--- src/rde_pkg.sv ---
// shared constants and types for the radix digit expander
package rde_pkg;

  localparam int VALUE_WIDTH = 64;
  localparam int CNT_W       = $clog2(VALUE_WIDTH);
  localparam int IN_W        = 64;
  localparam int RADIX_W     = 8;
  localparam int DIGIT_W     = 8;
  localparam int POS_W       = 6;
  localparam int TERM_W      = 64;
  localparam int MCNT_W      = $clog2(RADIX_W);
  localparam int ADDR_W      = 2;
  localparam int DATA_W      = 32;

  typedef logic [VALUE_WIDTH-1:0] val_t;
  typedef logic [IN_W-1:0]        in_val_t;
  typedef logic [RADIX_W-1:0]     radix_t;
  typedef logic [DIGIT_W-1:0]     digit_t;
  typedef logic [POS_W-1:0]       pos_t;
  typedef logic [TERM_W-1:0]      term_t;
  typedef logic [ADDR_W-1:0]      addr_t;
  typedef logic [DATA_W-1:0]      data_t;

  localparam addr_t  RADIX_ADDR  = addr_t'(0);
  localparam radix_t RADIX_RESET = radix_t'(10);
  localparam radix_t RADIX_MIN   = radix_t'(2);

  typedef enum logic [1:0] {
    ST_IDLE,
    ST_DIV,
    ST_DRAIN
  } rde_state_t;

endpackage

--- src/rde_in_if.sv ---
// input channel: one number to expand per item
interface rde_in_if;
  import rde_pkg::*;

  logic    valid;
  logic    ready;
  in_val_t value;

  modport source (output valid, output value, input ready);
  modport sink   (input valid, input value, output ready);
endinterface

--- src/rde_out_if.sv ---
// result channel: one digit with its position and term per item
interface rde_out_if;
  import rde_pkg::*;

  logic   valid;
  logic   ready;
  digit_t digit;
  pos_t   position;
  term_t  term;
  logic   final_res;

  modport source (output valid, output digit, output position, output term,
                  output final_res, input ready);
  modport sink   (input valid, input digit, input position, input term,
                  input final_res, output ready);
endinterface

--- src/radix_digit_expander.sv ---
// top level: expands a number into its base-radix digits, least significant first
//
//   channel   dir   handshake              payload
//   in_ch     in    valid/ready            value
//   out_ch    out   valid/ready            digit, position, term, final_res
//   cfg_*     in    apb, pready always 1   radix at byte address 0
//
// each digit comes from the bit-serial restoring divider, one quotient bit
// per cycle, though the last bit waits while the multiplier is busy; the term
// and the next weight come from an 8-step shift-add multiplier that runs while
// the next division goes on. an item yields at most 64 digits; the next item
// is taken once the last term is built and loaded into the output register.
// reset sets radix to 10 and empties the pipeline; there is no clearing pass.
// a stalled output holds the multiplier, which in turn holds the end of the
// following division, so nothing is lost or dropped.
module radix_digit_expander (
  input  logic                 clk,
  input  logic                 rst_n,
  rde_in_if.sink               in_ch,
  rde_out_if.source            out_ch,
  input  logic                 cfg_psel,
  input  logic                 cfg_penable,
  input  logic                 cfg_pwrite,
  input  rde_pkg::addr_t       cfg_paddr,
  input  rde_pkg::data_t       cfg_pwdata,
  output rde_pkg::data_t       cfg_prdata,
  output logic                 cfg_pready
);
  import rde_pkg::*;

  // control state
  rde_state_t state_r, state_nxt;
  radix_t     radix_r, radix_nxt;
  logic [CNT_W-1:0]  dcnt_r, dcnt_nxt;
  logic              mbusy_r, mbusy_nxt;
  logic              mhold_r, mhold_nxt;
  logic [MCNT_W-1:0] mcnt_r, mcnt_nxt;
  logic              ovalid_r, ovalid_nxt;

  // divider datapath: rest shifts out dividend bits and takes in quotient bits
  val_t   rest_r, rest_nxt;
  radix_t rem_r, rem_nxt;
  pos_t   pos_r, pos_nxt;
  val_t   wgt_r, wgt_nxt;

  // multiplier datapath
  digit_t md_r, md_nxt;
  digit_t dsh_r, dsh_nxt;
  radix_t bsh_r, bsh_nxt;
  val_t   msh_r, msh_nxt;
  val_t   mterm_r, mterm_nxt;
  val_t   mwnx_r, mwnx_nxt;
  pos_t   mpos_r, mpos_nxt;
  logic   mfin_r, mfin_nxt;

  // output register
  digit_t odigit_r, odigit_nxt;
  pos_t   opos_r, opos_nxt;
  val_t   oterm_r, oterm_nxt;
  logic   ofin_r, ofin_nxt;

  radix_t           base;
  logic [RADIX_W:0] trial;
  logic [RADIX_W:0] diff;
  logic             ge;
  radix_t           rem_step;
  val_t             q_step;
  logic             fin;
  logic             out_free;
  logic             cfg_wr;

  // radix 0 or 1 would never terminate, run those as radix 2
  assign base = (radix_r < RADIX_MIN) ? RADIX_MIN : radix_r;

  // one restoring division step: bring down the next dividend bit
  assign trial    = {rem_r, rest_r[VALUE_WIDTH-1]};
  assign diff     = trial - {1'b0, base};
  assign ge       = trial >= {1'b0, base};
  assign rem_step = ge ? diff[RADIX_W-1:0] : trial[RADIX_W-1:0];
  assign q_step   = {rest_r[VALUE_WIDTH-2:0], ge};

  // last digit when the quotient runs out or all positions are used
  assign fin      = (q_step == '0) || (pos_r == '1);
  assign out_free = !ovalid_r || out_ch.ready;

  assign cfg_wr     = cfg_psel && cfg_penable && cfg_pwrite && (cfg_paddr == RADIX_ADDR);
  assign cfg_pready = 1'b1;
  assign cfg_prdata = (cfg_paddr == RADIX_ADDR) ? data_t'(radix_r) : '0;

  assign in_ch.ready      = (state_r == ST_IDLE);
  assign out_ch.valid     = ovalid_r;
  assign out_ch.digit     = odigit_r;
  assign out_ch.position  = opos_r;
  assign out_ch.term      = term_t'(oterm_r);
  assign out_ch.final_res = ofin_r;

  always_comb begin
    state_nxt  = state_r;
    radix_nxt  = radix_r;
    dcnt_nxt   = dcnt_r;
    mbusy_nxt  = mbusy_r;
    mhold_nxt  = mhold_r;
    mcnt_nxt   = mcnt_r;
    ovalid_nxt = ovalid_r;
    rest_nxt   = rest_r;
    rem_nxt    = rem_r;
    pos_nxt    = pos_r;
    wgt_nxt    = wgt_r;
    md_nxt     = md_r;
    dsh_nxt    = dsh_r;
    bsh_nxt    = bsh_r;
    msh_nxt    = msh_r;
    mterm_nxt  = mterm_r;
    mwnx_nxt   = mwnx_r;
    mpos_nxt   = mpos_r;
    mfin_nxt   = mfin_r;
    odigit_nxt = odigit_r;
    opos_nxt   = opos_r;
    oterm_nxt  = oterm_r;
    ofin_nxt   = ofin_r;

    if (cfg_wr) begin
      radix_nxt = cfg_pwdata[RADIX_W-1:0];
    end

    // result taken downstream
    if (out_ch.ready) begin
      ovalid_nxt = 1'b0;
    end

    // shift-add multiplier: term = digit * weight, next weight = weight * base
    if (mbusy_r && !mhold_r) begin
      if (dsh_r[0]) begin
        mterm_nxt = mterm_r + msh_r;
      end
      if (bsh_r[0]) begin
        mwnx_nxt = mwnx_r + msh_r;
      end
      msh_nxt  = msh_r << 1;
      dsh_nxt  = dsh_r >> 1;
      bsh_nxt  = bsh_r >> 1;
      mcnt_nxt = mcnt_r + 1'b1;
      if (mcnt_r == '1) begin
        mhold_nxt = 1'b1;
      end
    end else if (mbusy_r && mhold_r && out_free) begin
      ovalid_nxt = 1'b1;
      odigit_nxt = md_r;
      opos_nxt   = mpos_r;
      oterm_nxt  = mterm_r;
      ofin_nxt   = mfin_r;
      wgt_nxt    = mwnx_r;
      mbusy_nxt  = 1'b0;
      mhold_nxt  = 1'b0;
    end

    unique case (state_r)
      ST_IDLE: begin
        if (in_ch.valid) begin
          rest_nxt  = in_ch.value[VALUE_WIDTH-1:0];
          rem_nxt   = '0;
          dcnt_nxt  = CNT_W'(VALUE_WIDTH - 1);
          pos_nxt   = '0;
          wgt_nxt   = val_t'(1);
          state_nxt = ST_DIV;
        end
      end
      ST_DIV: begin
        if (dcnt_r != '0) begin
          rest_nxt = q_step;
          rem_nxt  = rem_step;
          dcnt_nxt = dcnt_r - 1'b1;
        end else if (!mbusy_r) begin
          // last quotient bit: hand the digit to the multiplier
          mbusy_nxt = 1'b1;
          mhold_nxt = 1'b0;
          mcnt_nxt  = '0;
          md_nxt    = rem_step;
          dsh_nxt   = rem_step;
          bsh_nxt   = base;
          msh_nxt   = wgt_r;
          mterm_nxt = '0;
          mwnx_nxt  = '0;
          mpos_nxt  = pos_r;
          mfin_nxt  = fin;
          if (fin) begin
            state_nxt = ST_DRAIN;
          end else begin
            rest_nxt = q_step;
            rem_nxt  = '0;
            dcnt_nxt = CNT_W'(VALUE_WIDTH - 1);
            pos_nxt  = pos_r + 1'b1;
          end
        end
      end
      ST_DRAIN: begin
        if (!mbusy_r) begin
          state_nxt = ST_IDLE;
        end
      end
      default: begin
        state_nxt = ST_IDLE;
      end
    endcase
  end

  always_ff @(posedge clk) begin
    if (!rst_n) begin
      state_r  <= ST_IDLE;
      radix_r  <= RADIX_RESET;
      dcnt_r   <= '0;
      mbusy_r  <= 1'b0;
      mhold_r  <= 1'b0;
      mcnt_r   <= '0;
      ovalid_r <= 1'b0;
    end else begin
      state_r  <= state_nxt;
      radix_r  <= radix_nxt;
      dcnt_r   <= dcnt_nxt;
      mbusy_r  <= mbusy_nxt;
      mhold_r  <= mhold_nxt;
      mcnt_r   <= mcnt_nxt;
      ovalid_r <= ovalid_nxt;
    end
  end

  always_ff @(posedge clk) begin
    rest_r   <= rest_nxt;
    rem_r    <= rem_nxt;
    pos_r    <= pos_nxt;
    wgt_r    <= wgt_nxt;
    md_r     <= md_nxt;
    dsh_r    <= dsh_nxt;
    bsh_r    <= bsh_nxt;
    msh_r    <= msh_nxt;
    mterm_r  <= mterm_nxt;
    mwnx_r   <= mwnx_nxt;
    mpos_r   <= mpos_nxt;
    mfin_r   <= mfin_nxt;
    odigit_r <= odigit_nxt;
    opos_r   <= opos_nxt;
    oterm_r  <= oterm_nxt;
    ofin_r   <= ofin_nxt;
  end

endmodule
--- src/flat_wrapper.sv ---
// flat-port wrapper written by rule: the top's interface ports become plain ports
module radix_digit_expander_flat import rde_pkg::*;
  (clk, rst_n, cfg_psel, cfg_penable, cfg_pwrite, cfg_paddr, cfg_pwdata, cfg_prdata, cfg_pready, in_ch_valid, in_ch_value, in_ch_ready, out_ch_valid, out_ch_digit, out_ch_position, out_ch_term, out_ch_final_res, out_ch_ready);
  rde_in_if in_ch_i ();
  rde_out_if out_ch_i ();
  input  logic clk;
  input  logic rst_n;
  input  logic cfg_psel;
  input  logic cfg_penable;
  input  logic cfg_pwrite;
  input  rde_pkg::addr_t cfg_paddr;
  input  rde_pkg::data_t cfg_pwdata;
  output rde_pkg::data_t cfg_prdata;
  output logic cfg_pready;
  input wire logic [$bits(in_ch_i.valid)-1:0] in_ch_valid;
  input wire logic [$bits(in_ch_i.value)-1:0] in_ch_value;
  output wire logic [$bits(in_ch_i.ready)-1:0] in_ch_ready;
  output wire logic [$bits(out_ch_i.valid)-1:0] out_ch_valid;
  output wire logic [$bits(out_ch_i.digit)-1:0] out_ch_digit;
  output wire logic [$bits(out_ch_i.position)-1:0] out_ch_position;
  output wire logic [$bits(out_ch_i.term)-1:0] out_ch_term;
  output wire logic [$bits(out_ch_i.final_res)-1:0] out_ch_final_res;
  input wire logic [$bits(out_ch_i.ready)-1:0] out_ch_ready;
  assign in_ch_i.valid = in_ch_valid;
  assign in_ch_i.value = in_ch_value;
  assign in_ch_ready = in_ch_i.ready;
  assign out_ch_valid = out_ch_i.valid;
  assign out_ch_digit = out_ch_i.digit;
  assign out_ch_position = out_ch_i.position;
  assign out_ch_term = out_ch_i.term;
  assign out_ch_final_res = out_ch_i.final_res;
  assign out_ch_i.ready = out_ch_ready;
  radix_digit_expander u_core (.clk(clk), .rst_n(rst_n), .in_ch(in_ch_i), .out_ch(out_ch_i), .cfg_psel(cfg_psel), .cfg_penable(cfg_penable), .cfg_pwrite(cfg_pwrite), .cfg_paddr(cfg_paddr), .cfg_pwdata(cfg_pwdata), .cfg_prdata(cfg_prdata), .cfg_pready(cfg_pready));
endmodule
--- config.mk ---
export PLATFORM = sky130hd
export DESIGN_NAME = radix_digit_expander_flat
export DESIGN_NICKNAME = d
export VERILOG_FILES = /design/src/rde_pkg.sv /design/src/rde_in_if.sv /design/src/rde_out_if.sv /design/src/radix_digit_expander.sv /design/src/flat_wrapper.sv
export SDC_FILE = /design/constraint.sdc
export NUM_CORES = 1
export LEC_CHECK = 0
export BUFFER_PORTS_ARGS = -buffer_cell sky130_fd_sc_hd__buf_2
export CAP_MARGIN = 10
export CORE_UTILIZATION = 65
export CTS_CLUSTER_DIAMETER = 60
export CTS_CLUSTER_SIZE = 8
export DETAILED_ROUTE_END_ITERATION = 10
export GPL_ROUTABILITY_DRIVEN = 1
export PLACE_DENSITY = 0.86
export SYNTH_ARGS = -nofsm -noshare
export SYNTH_HDL_FRONTEND = slang
export SYNTH_SLANG_ARGS = --single-unit
--- constraint.sdc ---
create_clock -name clk -period 13.6 [get_ports clk]
set_clock_uncertainty 0.1 [all_clocks]
set_input_delay 2.72 -clock clk [delete_from_list [all_inputs] [get_ports clk]]
set_output_delay 2.72 -clock clk [all_outputs]
set_load 0.005 [all_outputs]
== After elaboration in Yosys (flattened, before gate mapping) ==
Index checks and enable logic that the tools add are counted.
Word-level totals
  latch bits: 0
  memory bits (writable): 0
  register bits after elaboration: 466
  memories: 0
  word-level logic and storage cells: 139
  bits in read-only memories: 0
Operators by class
  add/sub/neg operators: 6
  mux-type cells: 73
  $lt $le $gt $ge: 2
  bitwise gates (word level): 3
  eq/ne operators: 12
  reductions and logical operators: 20
  shift-type cells: 0
  divide/modulo/power cells: 0
  multipliers: 0
Operator list (number)
  64-bit 2-to-1 mux: 22
  64-bit adder: 2
  64-bit case mux with 2 select lines: 1
  8-bit 2-to-1 mux: 15
  64-bit zero test: 1
  6-bit 2-to-1 mux: 8
  6-bit case mux with 2 select lines: 2
  8-bit case mux with 2 select lines: 1
  1-bit 2-to-1 mux: 14
  3-bit 2-to-1 mux: 4
  2-bit 2-to-1 mux: 5
  2-bit != test (second input constant): 5
  5-bit AND reduction: 2
  9-bit by 8-bit >= comparator with 1-bit output: 1
  8-bit by 2-bit < comparator with 1-bit output (second input constant): 1
  8-bit subtractor: 1
  6-bit by 1-bit adder with 6-bit output (second input constant): 1
  6-bit equality test (second input constant): 1
  1-bit logical AND: 6
  3-bit != test (second input constant): 2
  2-bit case mux with 3 select lines: 1
  6-bit nonzero test: 1
  6-bit by 1-bit subtractor with 6-bit output (second input constant): 1
  2-bit zero test: 2
  other kinds (12): 16

== Longest topological paths before layout ==
Gate-level depths: netlist of the first run.
  word-level depth: 9
  gate-level depth with buffers: 16

== Worst setup path before layout of the first run ==
No wires, ideal clock.
  kind: flip-flop to flip-flop
  start: register u_core.radix_r[3]
  end: register u_core.dcnt_r[1]
  data arrival time: 6345 ps
  path buffers: 0
  cell stages (with the launch flop): 17
  path slack: 6838 ps
  data required time: 13183 ps
  cell sequence: dfxtp_1 nor4_1 nand3_1 nand2b_1 inv_1 ha_1 nor2b_1 o21ai_0 a21boi_0 o21ai_0 a21boi_0 o21ai_1 a31oi_1 o41a_1 inv_1 o211ai_1 a311oi_1
On the way
  longest elaborated chain between the ends: 7
RTL lines
  start: declaration: RTL line radix_digit_expander.sv:33  | radix_t radix_r, radix_nxt;
  start signal: assignment: RTL line radix_digit_expander.sv:218  | radix_r <= radix_nxt;
  8-bit by 2-bit < comparator with 1-bit output: RTL line radix_digit_expander.sv:73  | assign base = (radix_r < RADIX_MIN) ? RADIX_MIN : radix_r;
  8-bit 2-to-1 mux *: RTL line radix_digit_expander.sv:73
  9-bit by 8-bit >= comparator with 1-bit output *: RTL line radix_digit_expander.sv:78  | assign ge = trial >= {1'b0, base};
  64-bit zero test *: RTL line radix_digit_expander.sv:83  | assign fin = (q_step == '0) || (pos_r == '1);
  1-bit logical OR *: RTL line radix_digit_expander.sv:83
  named net u_core.fin: RTL line radix_digit_expander.sv:68  | logic fin;
  3-bit != test (no source line) *
  4-bit AND reduction (no source line) *
  end signal: assignment: RTL line radix_digit_expander.sv:219  | dcnt_r <= dcnt_nxt;
  end: declaration: RTL line radix_digit_expander.sv:34  | logic [CNT_W-1:0] dcnt_r, dcnt_nxt;
The timed path passes the listed nets; every way through them passes the cells marked *.
A chain may end at the register's enable or synchronous reset.

== Worst setup path in the final report of the first run ==
  start: input port cfg_paddr[1]
  end: output port cfg_prdata[1]
On the way
  longest elaborated chain between the ends: 2
RTL lines
  start: declaration: RTL line flat_wrapper.sv:11  | input rde_pkg::addr_t cfg_paddr;
  2-bit zero test: RTL line radix_digit_expander.sv:88  | assign cfg_prdata = (cfg_paddr == RADIX_ADDR) ? data_t'(radix_r) : '0;
  8-bit 2-to-1 mux: RTL line radix_digit_expander.sv:88
  end: declaration: RTL line flat_wrapper.sv:13  | output rde_pkg::data_t cfg_prdata;
Every way passes these cells.

==> results.cfg, run 1 <==
[drt]
ant_nets = 0
viasPerCell = 6.16
wl_per_cell_um = 17.5
drt_pass1_iterations = 6
drt_iter0_markers = 1819
wirelength_um = 63600
dr_wl_met3_um = 4390
dr_total_vias = 22334
wl_met2_um = 30400
wl_met1_um = 26200
drc_errors = 0
highest_layer = met5

[die]
io_pins = 219
dieArea_mm2 = 0.0392
die_h_um = 198
coreArea_mm2 = 0.0378
die_w_um = 198
num_rows = 71
start_util_pct = 66.2

[global_routing]
gr-total-overflow = 0
antenna_found_initial = 1
grt_pass1_vias = 21346
grt_usage_pct = 32.3
grt_pass1_wl_um = 103000
grt_max_degree = 87

[synth]
syn_inst = 2988
ys_ff_latch = 466
synth_top_cell_area_share_pct = 23.6
syn_avg_cell_area_um2 = 8.36
synthTopCellsByCount = 754 x nand2_1, 316 x a21oi_1, 294 x dfxtp_1, 195 x nor2_1, 172 x edfxtp_1
synth_area_mm2 = 0.0250
synthTopCellsByArea = dfxtp_1 24%, edfxtp_1 21%, nand2_1 11%
yosysSeqAreaShare_pct = 44.2
yosys_warnings = 0
synth.largest_area_cell = dfxtp_1
yosysMostFrequentCell = nand2_1
synth-edff-count = 172
synth.distinct_cells = 84
async_reset_ff_share_pct = 0
synthFlopType = dfxtp_1

[power]
p_comb_share_pct = 39.8
power_density_mw_per_mm2 = 220
p_switching_w = 0.00240
p_leak_nw = 12.0
power_frac_clock_pct = 25.5
seqPwrFrac_pct = 34.7
peakVddDrop_mv = 0.117
p_int_w = 0.00370
switching_share_pct = 39.4

[critical_path]
setup.worst_path.end = cfg_prdata[1]
crit_path_start = cfg_paddr[1]
r2r_cells = 16
r2r-end = u_core.rest_r[2]$_DFFE_PP_
critical_path_arrival_ns = 3.35
required_ns = 10.78
start_kind = primary input
r2r-start = u_core.radix_r[3]$_SDFFE_PN1P_
path_class = primary input to output pin
worstPathMaxFanout = 7
crit_path_end_kind = output pin
rrSetupSlack_ns = 8.86

[timing]
fmax_ghz = 0.162
fin_setup_tns_ns = 0
drv_slew = 0
rsz0062_at_grt = no
postLayoutSetupSlackWorst_ns = 7.43
setup_viol = 0
finalCritPeriodShare_pct = 45.4
hold_ws_ns = 0.320
timing.slew.headroom_pct = 27.3
hold_viol_final = 0
period_minus_slack_ns = 6.17
worst_slew_pin_slew_ns = 1.09

[placed_design]
gp_congestion = 1.02
pre_cts_slack_ns = 7.46
port_buffers = 169
hpwl_um = 41700

[clock_network]
post-cts-setup-buffer-count = 0
clkTransAtPathRegs_ns = 0.05
cts_root_buf = clkbuf_16
clk_latency_ns = 0.59
cts_sinks = 466
cts-hold-fix-buffers = 0
cts_buffer_depth = 3
cts_tree = done
numCtsBuffers = 68
htree_levels = 3
cts_resized = 0

[cells_and_area]
syn2layout_area_growth_pct = 11.3
antenna_cells = 0
nets = 3313
layout-drive-gt1-share_pct = 9.53

[outcome]
run_status = finished clean

[worst_hold_path]
worstHoldPathType = flop to flop
holdCritStartpoint = u_core.md_r[7]$_DFFE_PP_

[job]
drv_cap = 0
[final cells by class]
cell class,count,area (µm²)
repair buffers,185,966
inverters,69,263
multi-input cells,2277,12900
flip-flops and latches,466,11100
fillers,2722,9960
clock buffers,112,1890
well taps,511,639
clock inverters,7,68.8
[sequential cells by signal, summed over array words and instances, names as in the netlist, 2 cells and up]
register	flops
u_core.wgt_r	64
u_core.md_r	8
u_core.bsh_r	8
u_core.out_ch.term	64
u_core.mpos_r	6
u_core.pos_r	6
u_core.mterm_r	64
u_core.mcnt_r	3
u_core.msh_r	64
u_core.out_ch.position	6
u_core.rem_r	8
u_core.mwnx_r	64
u_core.dsh_r	8
u_core.state_r	2
u_core.dcnt_r	6
u_core.rest_r	64
u_core.radix_r	8
u_core.out_ch.digit	8
[critical path, stage by stage]
cell and delay (ns):
buf_2 0.14, nor2_1 0.19, and2_1 0.18, buf_2 0.12
[how the worst min path moves through the flow]
stage | slack [ns] | depth (start not counted) | endpoint
final | 0.32 | 0 | u_core.out_ch.digit[7]$_DFFE_PP_
after global placement | 0.30 | 0 | u_core.out_ch.position[3]$_DFFE_PP_
after global routing | 0.33 | 0 | u_core.out_ch.digit[2]$_DFFE_PP_
after detailed placement | 0.31 | 0 | u_core.out_ch.position[5]$_DFFE_PP_
after CTS | 0.32 | 0 | u_core.out_ch.final_res$_DFFE_PP_
after floorplan | 0.30 | 0 | u_core.out_ch.digit[0]$_DFFE_PP_
[power groups by stage]
| stage | logic [W] | registers (W) | clock network [W] |
|---|---|---|---|
| after floorplan | 0.00195 | 0.00201 | 0 |
| after global placement | 0.00226 | 0.00212 | 0 |
| after detailed placement | 0.00235 | 0.00213 | 0 |
| after CTS | 0.00238 | 0.00210 | 0.00157 |
| after global routing | 0.00270 | 0.00215 | 0.00163 |
| final | 0.00243 | 0.00212 | 0.00156 |
[cells in the final DEF, fill, tap and decap left out, drive strengths merged, types with 91 or more instances in the layout]
cell    Yosys  final
nand2     755    755
a21oi     317    317
dfxtp     294    294
nor2      195    195
buf        50    185
edfxtp    172    172
ha        138    138
o21ai     124    124
clkbuf    149    112
a31oi      91     91
[per-layer routing]
metal,up-vias,GRT usage [%]
li1,10634,-
met1,10529,40.3
met2,982,54.3
met3,187,5.31
met4,2,15.9
met5,-,0
[metrics by stage]
step | utilization [%] | power, W | cell area (µm²) | instances
6_report | 73.6 | 0.00610 | 27800 | 3627
2_1_floorplan | - | 0.00396 | 25100 | 3011
5_1_grt | 73.6 | 0.00648 | 27800 | 3627
4_1_cts | 73.6 | 0.00605 | 27800 | 3627
3_5_place_dp | 68.4 | 0.00447 | 25800 | 3508
3_3_place_gp | 68.4 | 0.00438 | 25800 | 3508
[logic make-up (layout without fill, tap and decap cells)]
logic type / after synthesis / count (layout) / synth area share, %
other: 2 / 25 / 0.0301
buffers and inverters: 268 / 373 / 4.54
muxes: 27 / 27 / 1.10
DFF: 466 / 466 / 44.2
xor gates and xnor gates: 107 / 107 / 3.75
AOI/OAI and AO/OA: 742 / 742 / 18.1
adders and majority gates: 141 / 141 / 7.15
and+or+nand+nor: 1235 / 1235 / 21.1
(Power assumes the default switching activity.)
==> inputs of run 2 (changes only) <==
Settings changed: CORE_UTILIZATION 65 to 55, PLACE_DENSITY 0.86 to 0.77.
Clock period 13.6 ns to 5 ns, I/O delays scaled along.
==> run 2 against run 1 <==
Sequential power grew to 2.7 times the previous value; wire length shrank 0.95%; first-iteration DRC count shrank 13%; setup slack lost 6.4 ns; critical endpoint is now u_core.mterm_r[51]$_DFF_P_; largest cell class unchanged; highest routed layer unchanged.
==> results.cfg, run 2 (synthesized netlist as in run 1, its figures left out) <==
[timing]
drv_slew = 0
fin_setup_tns_ns = 0
finalCritPeriodShare_pct = 79.5
hold_viol_final = 0
worst_slew_pin_slew_ns = 1.06
timing.slew.headroom_pct = 29.1
period_minus_slack_ns = 3.98
fmax_ghz = 0.251
rsz0062_at_grt = no
setup_viol = 0

[global_routing]
use_met3_pct = 4.25
grt_pass1_vias = 20793
grt_max_degree = 188
use_met1_pct = 34.0
antenna_found_initial = 2
grt_pass1_wl_um = 102000
gr-total-overflow = 0
grt_usage_pct = 26.8
grt_use_met2_pct = 45.3
top_usage_layer = met2

[clock_network]
htree_levels = 3
numCtsBuffers = 69
post-cts-setup-buffer-count = 0
cts_root_buf = clkbuf_16
clk_latency_ns = 0.61
clkTransAtPathRegs_ns = 0.05
cts_buffer_depth = 3
cts_sinks = 466
cts_tree = done
cts-hold-fix-buffers = 0
cts_resized = 0

[cells_and_area]
final_common_cell = nand2_1
multi_input_area_mm2 = 0.0129
stdcell_count = 3712
antenna_cells = 0
layout_common_cells = 751 x nand2_1, 316 x a21oi_1, 293 x dfxtp_1
syn2layout_area_growth_pct = 12.3
seqCellArea_mm2 = 0.0111
fillers = 3794
post-route-util_pct = 63.0
layout-drive-gt1-share_pct = 9.74
nets = 3317

[drt]
wirelength_um = 62900
drc_errors = 0
dr_total_vias = 21644
viasPerCell = 5.83
wl_per_cell_um = 17.0
drt_pass1_iterations = 5
ant_nets = 0
drt_iter0_markers = 1589

[critical_path]
worstPathMaxFanout = 7
required_ns = 5.36
max_stage_delay_ns = 0.67
start_kind = flop
crit_chain = ha_1 > a21oi_1 > o21ai_0 > o311ai_0 > a31oi_1 > nor3_1 > a21oi_1 > a21boi_0 > o21ai_0 > xnor2_1 > o21ai_0
crit_slowest_cell = nor3_1
path_class = flop to flop
path_buf_inv = 0
cp_top_family = compound AO/OA/AOI/OAI gates
timing.critical_path.mode_cell = o21ai_0
crit_path_end_kind = flop
critical_path_arrival_ns = 4.34

[worst_hold_path]
worstHoldPathType = flop to flop

[job]
drv_cap = 0

[die]
start_util_pct = 56.1
die_w_um = 215
num_rows = 77
io_pins = 219
coreArea_mm2 = 0.0445
die_h_um = 215
dieArea_mm2 = 0.0463

[power]
power_w = 0.0167
power_density_mw_per_mm2 = 596
p_leak_nw = 12.0
peakVddDrop_mv = 0.291

[outcome]
run_status = finished clean

[placed_design]
dp.cells = 3592
port_buffers = 169
hpwl_um = 42800
gp_congestion = 1.00
## run 2: layout make-up
type                       count  area share [%]
timing repair buffer         188            3.61
multi-input combinational   2277            46.0
clock buffer                 111            6.79
tap                          592            2.64
sequential                   466            39.4
inverter                      69           0.945
clock inverter                 9           0.589
## run 2: worst register-to-register path: cells and delay by family (launching register included)
family	cells	cell delay [ns]
adder cells (fa/ha/maj)	1	0.37
AND/OR/NAND/NOR	1	0.67
XOR/XNOR	1	0.15
flip-flops	1	0.45
AO/OA/AOI/OAI	8	2.12
## run 2: report_power, final
group	leakage [nW]	total [W]	internal (W)	switching (W)
combinational	6.97	0.00660	0.00263	0.00396
clock	0.984	0.00440	0.00263	0.00176
sequential	4.08	0.00574	0.00488	0.000859
## run 2: stage by stage
| step | worst slack (ns) | hold slack, ns | instance area (µm²) |
|---|---|---|---|
| global route | 0.774 | 0.318 | 28100 |
| finish | 1.02 | 0.316 | 28100 |
| floorplan | -1.51 | 0.300 | 25100 |
| global placement | 1.17 | 0.300 | 26000 |
| detailed placement | 1.12 | 0.307 | 26000 |
| CTS | 1.10 | 0.315 | 28100 |
## run 2: path summary, 6_finish.rpt
kind                             from  depth (start not counted)                               end  slack [ns]
min          u_core.md_r[7]$_DFFE_PP_                          0  u_core.out_ch.digit[7]$_DFFE_PP_        0.32
max reg2reg  u_core.msh_r[24]$_DFF_P_                         11        u_core.mterm_r[51]$_DFF_P_        1.02
max          u_core.msh_r[24]$_DFF_P_                         11        u_core.mterm_r[51]$_DFF_P_        1.02
min reg2reg  u_core.md_r[7]$_DFFE_PP_                          0  u_core.out_ch.digit[7]$_DFFE_PP_        0.32
## run 2: layer usage
| layer | routed length, µm | up-vias |
|---|---|---|
| li1 | - | 10641 |
| met1 | 27400 | 10171 |
| met2 | 30300 | 688 |
| met3 | 3250 | 140 |
| met4 | 1890 | 4 |
| met5 | 27 | - |
